==> src/i2c_eeprom_master_defines.svh <==
// Assertion helpers included by the RTL.
`ifndef I2C_EEPROM_MASTER_DEFINES_SVH
`define I2C_EEPROM_MASTER_DEFINES_SVH

`ifndef NO_ASSERTIONS

// Same-cycle implication, checked out of reset
`define ASSERT_IMPLIES(label, clk, rst_n, ante, cons) \
    label: assert property (@(posedge clk) disable iff (!rst_n) (ante) |-> (cons)) \
        else $error("implication check failed");

// Next-cycle implication, checked out of reset
`define ASSERT_NEXT(label, clk, rst_n, ante, cons) \
    label: assert property (@(posedge clk) disable iff (!rst_n) (ante) |=> (cons)) \
        else $error("next-cycle check failed");

`else

`define ASSERT_IMPLIES(label, clk, rst_n, ante, cons)
`define ASSERT_NEXT(label, clk, rst_n, ante, cons)

`endif

`endif

==> src/i2cem_pkg.sv <==
package i2cem_pkg;

    // Memory address width on the bus and number of address bytes sent
    localparam int ADDRESS_WIDTH = 8;
    localparam int ADDR_BYTES    = (ADDRESS_WIDTH + 7) / 8;

    // Byte sequence steps
    localparam logic [2:0] LAST_ADDR_STEP = 3'(ADDR_BYTES);
    localparam logic [2:0] DATA_STEP      = 3'(ADDR_BYTES + 1);

    // Stream widths
    localparam int IN_TDATA_W  = 24;
    localparam int OUT_TDATA_W = 16;

    // Command kinds
    localparam logic [1:0] KIND_TICK  = 2'd0;
    localparam logic [1:0] KIND_WRITE = 2'd1;
    localparam logic [1:0] KIND_READ  = 2'd2;

    // Configuration register indexes
    localparam logic CFG_DEVICE_ADDRESS = 1'b0;
    localparam logic CFG_WRITE_WAIT     = 1'b1;

    // Register reset values
    localparam logic [6:0]  DEVICE_ADDRESS_RST = 7'd80;
    localparam logic [15:0] WRITE_WAIT_RST     = 16'd1254;

    // Bus phase sequencer
    typedef enum logic [4:0] {
        PH_IDLE,
        PH_START_HI,
        PH_START_LO,
        PH_SEND_LO,
        PH_SEND_HI,
        PH_ACK_LO,
        PH_ACK_HI,
        PH_RS_LO,
        PH_RS_HI,
        PH_RS_FALL,
        PH_RECV_LO,
        PH_RECV_HI,
        PH_NACK_LO,
        PH_NACK_HI,
        PH_STOP_LO,
        PH_STOP_MID,
        PH_STOP_HI,
        PH_WAIT
    } t_phase;

    // Byte transmitted at a given step of the transaction
    function automatic logic [7:0] byte_for_step(
        input logic [2:0] step,
        input logic [6:0] dev,
        input logic [7:0] addr,
        input logic [7:0] data,
        input logic       is_read
    );
        logic [7:0] b;
        if (step == 3'd0) begin
            b = {dev, 1'b0};
        end else if (step <= LAST_ADDR_STEP) begin
            b = (step == LAST_ADDR_STEP) ? addr : 8'd0;
        end else if (is_read) begin
            b = {dev, 1'b1};
        end else begin
            b = data;
        end
        return b;
    endfunction

endpackage

==> src/i2c_eeprom_master.sv <==
// The result beat for an input beat is registered and appears on the master side in the cycle after it is accepted.
// Throughput: one beat per cycle while the master side is ready; the output register lets a new beat in while
// the previous result is taken in the same cycle.
// A write occupies the sequencer for its bus phases plus r_write_wait beats.
// Reset (i_rst_n low, synchronous) returns the sequencer to idle, clears state,
// empties the output register and loads the register defaults (0x50, 1254).
`include "i2c_eeprom_master_defines.svh"

module i2c_eeprom_master (
    input  logic                               i_clk,
    input  logic                               i_rst_n,
    // slave side
    input  logic                               s_axis_tvalid,
    output logic                               s_axis_tready,
    // [7:0] address, [15:8] write_data, [16] sda_in, [23:17] zero
    input  logic [i2cem_pkg::IN_TDATA_W-1:0]   s_axis_tdata,
    // [1:0] kind
    input  logic [1:0]                         s_axis_tuser,
    // master side
    output logic                               m_axis_tvalid,
    input  logic                               m_axis_tready,
    // [0] scl, [1] sda_release, [2] busy_res, [10:3] read_data, [15:11] zero
    output logic [i2cem_pkg::OUT_TDATA_W-1:0]  m_axis_tdata,
    // [0] read_valid
    output logic                               m_axis_tuser,
    // configuration writes
    input  logic                               i_cfg_we,
    input  logic                               i_cfg_index,
    input  logic [15:0]                        i_cfg_data
);

    // Configuration registers
    logic [6:0]  r_device_address;
    logic [15:0] r_write_wait;

    // Sequencer state
    i2cem_pkg::t_phase r_phase, n_phase, w_phase;
    logic [2:0]  r_bit_count, n_bit_count;
    logic [2:0]  r_byte_step, n_byte_step;
    logic [7:0]  r_shift, n_shift;
    logic [7:0]  r_held_address, n_held_address;
    logic [7:0]  r_held_data, n_held_data;
    logic        r_is_read, n_is_read;
    logic [15:0] r_wait_count, n_wait_count;
    logic [7:0]  r_last_read, n_last_read;

    // Output register
    logic                             r_m_tvalid;
    logic [i2cem_pkg::OUT_TDATA_W-1:0] r_m_tdata;
    logic                             r_m_tuser;

    // Beat fields
    logic [1:0] w_kind;
    logic [7:0] w_address;
    logic [7:0] w_write_data;
    logic       w_sda;
    logic       w_accept;
    logic       w_cmd;
    logic [2:0] w_step_inc;
    logic [7:0] w_send_byte;

    // Per-tick line levels
    logic w_scl, w_rel, w_busy, w_valid;

    assign w_kind       = s_axis_tuser;
    assign w_address    = s_axis_tdata[7:0];
    assign w_write_data = s_axis_tdata[15:8];
    assign w_sda        = s_axis_tdata[16];

    assign s_axis_tready = !r_m_tvalid || m_axis_tready;
    assign w_accept      = s_axis_tvalid && s_axis_tready;

    // A new command is taken only from idle; its beat already runs START_HI
    assign w_cmd = (r_phase == i2cem_pkg::PH_IDLE) &&
                   ((w_kind == i2cem_pkg::KIND_WRITE) || (w_kind == i2cem_pkg::KIND_READ));
    assign w_phase = w_cmd ? i2cem_pkg::PH_START_HI : r_phase;

    // Byte to load when a send begins
    assign w_step_inc  = r_byte_step + 3'd1;
    assign w_send_byte = i2cem_pkg::byte_for_step(
        (w_phase == i2cem_pkg::PH_ACK_HI) ? w_step_inc :
        (w_phase == i2cem_pkg::PH_START_LO) ? 3'd0 : r_byte_step,
        r_device_address, r_held_address, r_held_data, r_is_read);

    // Next state
    always_comb begin
        n_phase        = w_phase;
        n_bit_count    = r_bit_count;
        n_byte_step    = r_byte_step;
        n_shift        = r_shift;
        n_held_address = r_held_address;
        n_held_data    = r_held_data;
        n_is_read      = r_is_read;
        n_wait_count   = r_wait_count;
        n_last_read    = r_last_read;

        if (w_cmd) begin
            n_held_address = w_address;
            n_held_data    = w_write_data;
            n_is_read      = (w_kind == i2cem_pkg::KIND_READ);
            n_byte_step    = 3'd0;
            n_bit_count    = 3'd0;
        end

        case (w_phase)
            i2cem_pkg::PH_START_HI: begin
                n_phase = i2cem_pkg::PH_START_LO;
            end
            i2cem_pkg::PH_START_LO: begin
                n_byte_step = 3'd0;
                n_shift     = w_send_byte;
                n_bit_count = 3'd0;
                n_phase     = i2cem_pkg::PH_SEND_LO;
            end
            i2cem_pkg::PH_SEND_LO: begin
                n_phase = i2cem_pkg::PH_SEND_HI;
            end
            i2cem_pkg::PH_SEND_HI: begin
                n_shift = {r_shift[6:0], 1'b0};
                if (r_bit_count == 3'd7) begin
                    n_bit_count = 3'd0;
                    n_phase     = i2cem_pkg::PH_ACK_LO;
                end else begin
                    n_bit_count = r_bit_count + 3'd1;
                    n_phase     = i2cem_pkg::PH_SEND_LO;
                end
            end
            i2cem_pkg::PH_ACK_LO: begin
                n_phase = i2cem_pkg::PH_ACK_HI;
            end
            i2cem_pkg::PH_ACK_HI: begin
                // hold until the slave pulls data low
                if (!w_sda) begin
                    n_byte_step = w_step_inc;
                    if ((w_step_inc <= i2cem_pkg::LAST_ADDR_STEP) ||
                        ((w_step_inc == i2cem_pkg::DATA_STEP) && !r_is_read)) begin
                        n_shift     = w_send_byte;
                        n_bit_count = 3'd0;
                        n_phase     = i2cem_pkg::PH_SEND_LO;
                    end else if (w_step_inc == i2cem_pkg::DATA_STEP) begin
                        n_phase = i2cem_pkg::PH_RS_LO;
                    end else if (r_is_read) begin
                        n_shift     = 8'd0;
                        n_bit_count = 3'd0;
                        n_phase     = i2cem_pkg::PH_RECV_LO;
                    end else begin
                        n_phase = i2cem_pkg::PH_STOP_LO;
                    end
                end
            end
            i2cem_pkg::PH_RS_LO: begin
                n_phase = i2cem_pkg::PH_RS_HI;
            end
            i2cem_pkg::PH_RS_HI: begin
                n_phase = i2cem_pkg::PH_RS_FALL;
            end
            i2cem_pkg::PH_RS_FALL: begin
                n_shift     = w_send_byte;
                n_bit_count = 3'd0;
                n_phase     = i2cem_pkg::PH_SEND_LO;
            end
            i2cem_pkg::PH_RECV_LO: begin
                n_phase = i2cem_pkg::PH_RECV_HI;
            end
            i2cem_pkg::PH_RECV_HI: begin
                n_shift = {r_shift[6:0], w_sda};
                if (r_bit_count == 3'd7) begin
                    n_bit_count = 3'd0;
                    n_phase     = i2cem_pkg::PH_NACK_LO;
                end else begin
                    n_bit_count = r_bit_count + 3'd1;
                    n_phase     = i2cem_pkg::PH_RECV_LO;
                end
            end
            i2cem_pkg::PH_NACK_LO: begin
                n_phase = i2cem_pkg::PH_NACK_HI;
            end
            i2cem_pkg::PH_NACK_HI: begin
                n_phase = i2cem_pkg::PH_STOP_LO;
            end
            i2cem_pkg::PH_STOP_LO: begin
                n_phase = i2cem_pkg::PH_STOP_MID;
            end
            i2cem_pkg::PH_STOP_MID: begin
                n_phase = i2cem_pkg::PH_STOP_HI;
            end
            i2cem_pkg::PH_STOP_HI: begin
                if (r_is_read) begin
                    n_last_read = r_shift;
                    n_phase     = i2cem_pkg::PH_IDLE;
                end else if (r_write_wait != 16'd0) begin
                    n_wait_count = r_write_wait;
                    n_phase      = i2cem_pkg::PH_WAIT;
                end else begin
                    n_phase = i2cem_pkg::PH_IDLE;
                end
            end
            i2cem_pkg::PH_WAIT: begin
                n_wait_count = r_wait_count - 16'd1;
                if (r_wait_count == 16'd1) begin
                    n_phase = i2cem_pkg::PH_IDLE;
                end
            end
            default: begin
                n_phase = i2cem_pkg::PH_IDLE;
            end
        endcase
    end

    // Line levels and flags for this tick
    always_comb begin
        w_scl   = 1'b1;
        w_rel   = 1'b1;
        w_busy  = 1'b1;
        w_valid = 1'b0;
        case (w_phase)
            i2cem_pkg::PH_START_HI: begin
            end
            i2cem_pkg::PH_START_LO: begin
                w_rel = 1'b0;
            end
            i2cem_pkg::PH_SEND_LO: begin
                w_scl = 1'b0;
                w_rel = r_shift[7];
            end
            i2cem_pkg::PH_SEND_HI: begin
                w_rel = r_shift[7];
            end
            i2cem_pkg::PH_ACK_LO,
            i2cem_pkg::PH_RS_LO,
            i2cem_pkg::PH_RECV_LO,
            i2cem_pkg::PH_NACK_LO: begin
                w_scl = 1'b0;
            end
            i2cem_pkg::PH_ACK_HI,
            i2cem_pkg::PH_RS_HI,
            i2cem_pkg::PH_RECV_HI,
            i2cem_pkg::PH_NACK_HI,
            i2cem_pkg::PH_WAIT: begin
            end
            i2cem_pkg::PH_RS_FALL,
            i2cem_pkg::PH_STOP_MID: begin
                w_rel = 1'b0;
            end
            i2cem_pkg::PH_STOP_LO: begin
                w_scl = 1'b0;
                w_rel = 1'b0;
            end
            i2cem_pkg::PH_STOP_HI: begin
                w_valid = r_is_read;
            end
            default: begin
                w_busy = 1'b0;
            end
        endcase
    end

    // Sequencer registers advance once per accepted beat
    always_ff @(posedge i_clk) begin
        if (!i_rst_n) begin
            r_phase        <= i2cem_pkg::PH_IDLE;
            r_bit_count    <= 3'd0;
            r_byte_step    <= 3'd0;
            r_shift        <= 8'd0;
            r_held_address <= 8'd0;
            r_held_data    <= 8'd0;
            r_is_read      <= 1'b0;
            r_wait_count   <= 16'd0;
            r_last_read    <= 8'd0;
        end else if (w_accept) begin
            r_phase        <= n_phase;
            r_bit_count    <= n_bit_count;
            r_byte_step    <= n_byte_step;
            r_shift        <= n_shift;
            r_held_address <= n_held_address;
            r_held_data    <= n_held_data;
            r_is_read      <= n_is_read;
            r_wait_count   <= n_wait_count;
            r_last_read    <= n_last_read;
        end
    end

    // Configuration registers
    always_ff @(posedge i_clk) begin
        if (!i_rst_n) begin
            r_device_address <= i2cem_pkg::DEVICE_ADDRESS_RST;
            r_write_wait     <= i2cem_pkg::WRITE_WAIT_RST;
        end else if (i_cfg_we) begin
            if (i_cfg_index == i2cem_pkg::CFG_DEVICE_ADDRESS) begin
                r_device_address <= i_cfg_data[6:0];
            end else if (i_cfg_index == i2cem_pkg::CFG_WRITE_WAIT) begin
                r_write_wait <= i_cfg_data;
            end
        end
    end

    // Output register: loads whenever the slave side may take a beat
    always_ff @(posedge i_clk) begin
        if (!i_rst_n) begin
            r_m_tvalid <= 1'b0;
        end else if (s_axis_tready) begin
            r_m_tvalid <= s_axis_tvalid;
        end
    end

    always_ff @(posedge i_clk) begin
        if (w_accept) begin
            r_m_tdata <= {5'd0, n_last_read, w_busy, w_rel, w_scl};
            r_m_tuser <= w_valid;
        end
    end

    assign m_axis_tvalid = r_m_tvalid;
    assign m_axis_tdata  = r_m_tdata;
    assign m_axis_tuser  = r_m_tuser;

    // Write wait is entered only with a nonzero count and left when it runs out
    `ASSERT_IMPLIES(a_wait_nonzero, i_clk, i_rst_n,
        r_phase == i2cem_pkg::PH_WAIT, r_wait_count != 16'd0)

    // A write command from idle moves straight to the low half of START
    `ASSERT_NEXT(a_write_start, i_clk, i_rst_n,
        w_accept && (r_phase == i2cem_pkg::PH_IDLE) &&
        (s_axis_tuser == i2cem_pkg::KIND_WRITE),
        (r_phase == i2cem_pkg::PH_START_LO) && !r_is_read)

    // A pending read-complete beat means the sequencer is back in idle
    `ASSERT_IMPLIES(a_read_done_idle, i_clk, i_rst_n,
        r_m_tvalid && r_m_tuser,
        (r_phase == i2cem_pkg::PH_IDLE) && (r_m_tdata[10:3] == r_last_read))

endmodule
==> config.mk <==
export PLATFORM = sky130hd
export DESIGN_NAME = i2c_eeprom_master
export DESIGN_NICKNAME = d
export VERILOG_FILES = /design/src/i2cem_pkg.sv /design/src/i2c_eeprom_master.sv
export VERILOG_INCLUDE_DIRS = /design/src /design/src/src
export SDC_FILE = /design/constraint.sdc
export NUM_CORES = 1
export LEC_CHECK = 0
export BUFFER_PORTS_ARGS = -buffer_cell sky130_fd_sc_hd__buf_2
export CAP_MARGIN = 20
export CORE_MARGIN = 2
export CORE_UTILIZATION = 40
export CTS_CLUSTER_SIZE = 24
export DETAILED_ROUTE_END_ITERATION = 10
export GPL_ROUTABILITY_DRIVEN = 0
export PLACE_DENSITY = 0.68
export SLEW_MARGIN = 0
export SYNTH_ARGS = -nofsm -noshare
export SYNTH_HDL_FRONTEND = slang
export SYNTH_SLANG_ARGS = --single-unit
==> constraint.sdc <==
create_clock -name i_clk -period 3 [get_ports i_clk]
set_input_delay 0.3 -clock i_clk [delete_from_list [all_inputs] [get_ports i_clk]]
set_output_delay 0.3 -clock i_clk [all_outputs]
set_load 0.02 [all_outputs]
---- After elaboration in Yosys (flattened, before gate mapping) ----
Index checks and enable logic that the tools add are counted.
Widths: inputs -> output; s select.
operators by class
  reduce and logical (&&, ||, !) cells .... 24
  bitwise gates (word level) .............. 1
  $mul .................................... 0
  order comparisons ....................... 2
  shift operators ......................... 0
  $add $sub $neg .......................... 3
  mux-type cells .......................... 40
  equality and inequality tests ........... 28
  divide/modulo/power cells ............... 0
operators by type and width
  operator               number
  $mux 8                 10
  $pmux 5 s16            1
  $eq 5x4->1 const B     8
  $mux 3                 13
  $mux 16                2
  $pmux 16 s2            1
  $pmux 8 s4             1
  $mux 5                 5
  $eq 5x3->1 const B     4
  $reduce_or 17->1       1
  $eq 16x1->1 const B    1
  $reduce_bool 16->1     1
  $sub 16x1->16 const B  1
  $eq 5x2->1 const B     2
  $eq 5x5->1 const B     2
  $pmux 3 s3             1
  $mux 4                 2
  $add 3x1->3 const B    2
  $le 3x1->1 const B     2
  $ne 2x2->1 const B     3
  $ne 3x2->1 const B     2
  $pmux 3 s2             1
  $reduce_and 2->1       3
  $reduce_or 2->1        3
  other kinds (20)       26
word-level totals
  memories kept ........................... 0
  input port bits ......................... 48
  bits in latches ......................... 0
  bits in registers ....................... 96
  memory bits (writable) .................. 0
  memory bits (read-only) ................. 0
  logic and storage cells ................. 112

---- Depth between registers and ports, before layout ----
  depth in word-level cells ............... 14
  mapped depth ............................ 8
  mapped depth without buffers ............ 7

---- Worst setup path before layout ----
No wires, ideal clock.
  path type ............................... register to register
  start point ............................. register r_byte_step[0]
  end point ............................... register r_shift[0]
  path slack .............................. 0.868 ns
  arrival time ............................ 2.012 ns
  stages on the path, launching flop included .. 9
  clock period less this slack ............ 2.132 ns
  cells stage by stage .................... dfxtp_1 > inv_1 > ha_1 > nor2b_1 > o311ai_0 > a31oi_2 > and3_1 > clkbuf_1 > a211o_1
between the ends
  cells in the longest elaborated chain, start to end .. 9
  elaborated cells between the ends (all ways) .. 19
RTL lines
  what                                                                 line                      RTL
  from (decl)                                                          i2c_eeprom_master.sv:39   logic [2:0] r_byte_step, n_byte_step;
  from (signal assigned)                                               i2c_eeprom_master.sv:273  r_byte_step <= n_byte_step;
  parallel branches: the longest is 9 deep, another holds $add 3x1->3  --
  to (signal assigned)                                                 i2c_eeprom_master.sv:274  r_shift <= n_shift;
  to (decl)                                                            i2c_eeprom_master.sv:40   logic [7:0] r_shift, n_shift;
Several ways; the timed one is not identified. The select of a mux whose other input is x is not followed.
A chain may end at the register's enable or synchronous reset.

---- Worst setup path in the final report ----
  start point ............................. register r_byte_step[0]
  end point ............................... register r_shift[4]
Same word-level chain as after synthesis.

==> key figures <==
Yosys
  – Syn avg cell area: 7.757 µm²
  – Yosys top cell area share: 32.80%
  – Cell variety after synth: 71
  – Post-Syn Area: 5127 µm²
  – Most numerous cell in the Yosys netlist: nand2_1
  – Synth area leaders: dfxtp_1 33%, nand2_1 10%, a21oi_1 7.6%
  – Top_reg_cell synth: dfxtp_1
  – Synth top cells by count: 137 x nand2_1, 84 x dfxtp_1, 78 x a21oi_1
  – Async SR Flop Fraction: 0%
  – Post-synth EDFFs: 12
  – Synth area leader: dfxtp_1
  – Yosys warnings: 0
  – Seq cells post-synth: 96
  – Synth Instances: ~660
  – Post-synthesis sequential area ratio: between 30 and 40%

Power and ir drop
  – Pwr dens: about 500 nW/µm²
  – Design Power: 2.908 mW
  – Peak VDD IR: 0.2676 mV
  – Static leakage: 2.184 nW

Die
  – Initial Utilization: 40.80%
  – Placeable Area: 12,570 µm²
  – I/O pins: 67
  – Die Ht: between 100 and 150 µm
  – DIE AREA: around 14,000 µm²
  – Standard-cell rows: 41
  – Die width: ~120 µm

STA
  – # setup viols final: 0
  – Final slew viol count: 0
  – Rel. slew slack: about 28%
  – Tcrit/Tclk final: roughly nine tenths
  – Clk_skew: around 0.0087 ns
  – WHS: 0.1560 ns
  – Maximum clock frequency: roughly 380 MHz
  – Min cycle time layout: 2.653 ns
  – Setup TNS: 0 ns
  – Endpoints failing hold: 0
  – Tightest Pin Transition: 1.080 ns
  – RSZ-0062 raised after global routing: no

Clock tree
  – CTS resizes: 0
  – Total CTS buffers: 9
  – CTS tree: built
  – Max Root-Sink Buffers: 2
  – Clock-pin transition on the worst setup and hold timing paths: 0.07 ns
  – Clk_lat worst skew: between 0.3 and 0.4 ns
  – Root buffer cell: clkbuf_16
  – CTS Hold Buffers Added: 0
  – Clock net sink count: 96
  – H-tree levels: 3
  – Postcts setup bufs: 0

Job
  – Max Cap Viol: 0

Setup path
  – Startpoint types: flip-flop
  – Crit path max fanout: 16
  – Crit end category: flip-flop
  – CP Data Required Time: 3.29 ns
  – Crit Path Class: reg -> reg
  – Worst Path Arrival: 2.94 ns

GRT
  – GRT Util Overall: 20.23%
  – Initial antenna violation count: 0
  – Global route overflow: 0
  – Number of global-route vias before repair: 4,502
  – Largest net degree at the start of global routing: 60
  – First-pass GRT wire length: 21,850 µm

Cells and area
  – Final #Nets: 753
  – Diode count: 0
  – Filler Cell Count: 1,262
  – Synthesis-to-layout area growth: 13.27%
  – Post-layout util: 46.21%
  – Ratio of cells with drive above 1 in the final layout: about 14%

Routing
  – Drt initial violations: 328
  – Wire per inst: 14.84 µm
  – DR DRC count: 0
  – Drt pass-1 iters: 5
  – Post-DR vias/cell: roughly 5.5
  – Detail Route Antenna Nets: 0
  – Via count: 4,795
  – Final wirelength: 12,970 µm

Placement
  – PortBufs: 54
  – Post-DP HPWL: 9153 µm

Run status
  – Outcome: finished clean

Worst hold path
  – Worst hold path class: in -> reg
## cell usage in the layout (no fill, tap or decap), types with 9 or more instances in the layout
master	netlist	routed
nor3_1	10	10
and3_1	9	9
buf_2	7	54
nor2_1	24	24
clkbuf_16	0	9
a21oi_1	78	78
edfxtp_1	12	12
nand2b_1	10	10
o211ai_1	11	11
dfxtp_1	84	84
a21o_1	9	9
and2_1	9	9
o21ai_0	42	42
buf_4	5	16
nand3_1	30	30
nand2_1	137	137
inv_1	26	26
## worst max-delay path: stages, from the launching register on
cell      delay [ns]
dfxtp_1         0.38
ha_1            0.29
xnor2_1         0.48
o311ai_0        0.28
a31oi_2         0.58
and3_1          0.38
a32o_1          0.20
## power by group
| group | internal (mW) | switching (mW) |
|---|---|---|
| logic | 0.148 | 0.247 |
| registers | 1.36 | 0.0567 |
| clock network | 0.571 | 0.530 |
## registers in the layout, indices dropped and copies added, names as in the netlist, 3 cells and up
name	cells
r_phase	5
r_wait_count	16
r_device_address	7
r_bit_count	3
r_last_read	8
r_write_wait	16
m_axis_tdata	11
r_held_address	8
r_byte_step	3
r_held_data	8
r_shift	8
## stage by stage
step	area (µm²)	std cells	worst slack, ns
final	5808	874	0.3468
after CTS	5808	874	0.3998
after global routing	5808	874	0.09179
after global placement	5529	858	0.5457
after detailed placement	5529	858	0.4406
after floorplan	5142	665	0.8679
## layer usage
metal / global-route usage, % / vias to the layer above / wire [µm]
met5: 0 / - / 0
met4: 7.765 / 0 / 301
met3: 3.862 / 22 / 597
met2: 32.18 / 140 / 6029
met1: 27.26 / 2235 / 6040
li1: - / 2398 / -
## cell type report
type | instances | area (µm²) | area share (%)
Clock buffer | 9 | 225.2 | 3.878
Tap cell | 172 | 215.2 | 3.705
Timing Repair Buffer | 70 | 390.4 | 6.721
Multi-Input combinational cell | 492 | 2776 | 47.80
Sequential cell | 96 | 2042 | 35.16
Inverter | 28 | 105.1 | 1.810
Clock inverter | 7 | 53.80 | 0.9263
## final timing paths
path / end / slack (ns) / cells after the start / start
worst max-delay path: r_shift[4]$_SDFFE_PN0P_ / 0.35 / 6 / r_byte_step[0]$_SDFFE_PN0P_
worst min-delay path: r_write_wait[10]$_SDFFE_PN1P_ / 0.16 / 3 / i_cfg_data[10]
worst max register to register: r_shift[4]$_SDFFE_PN0P_ / 0.35 / 6 / r_byte_step[0]$_SDFFE_PN0P_
worst min register to register: r_last_read[1]$_SDFFE_PN0P_ / 0.45 / 2 / r_last_read[1]$_SDFFE_PN0P_
## cells by family after synthesis
logic type / count (synthesis) / share of synthesized area [%]
and+or+nand+nor: 263 / 24.16
AOI/OAI and AO/OA: 209 / 26.31
buffers and inverters: 77 / 6.320
muxes: 5 / 1.025
DFF: 96 / 39.82
other: 1 / 0.07314
xor gates and xnor gates: 2 / 0.3417
adders and majority gates: 8 / 1.952
Note: power is estimated with default switching activity, not from simulation.
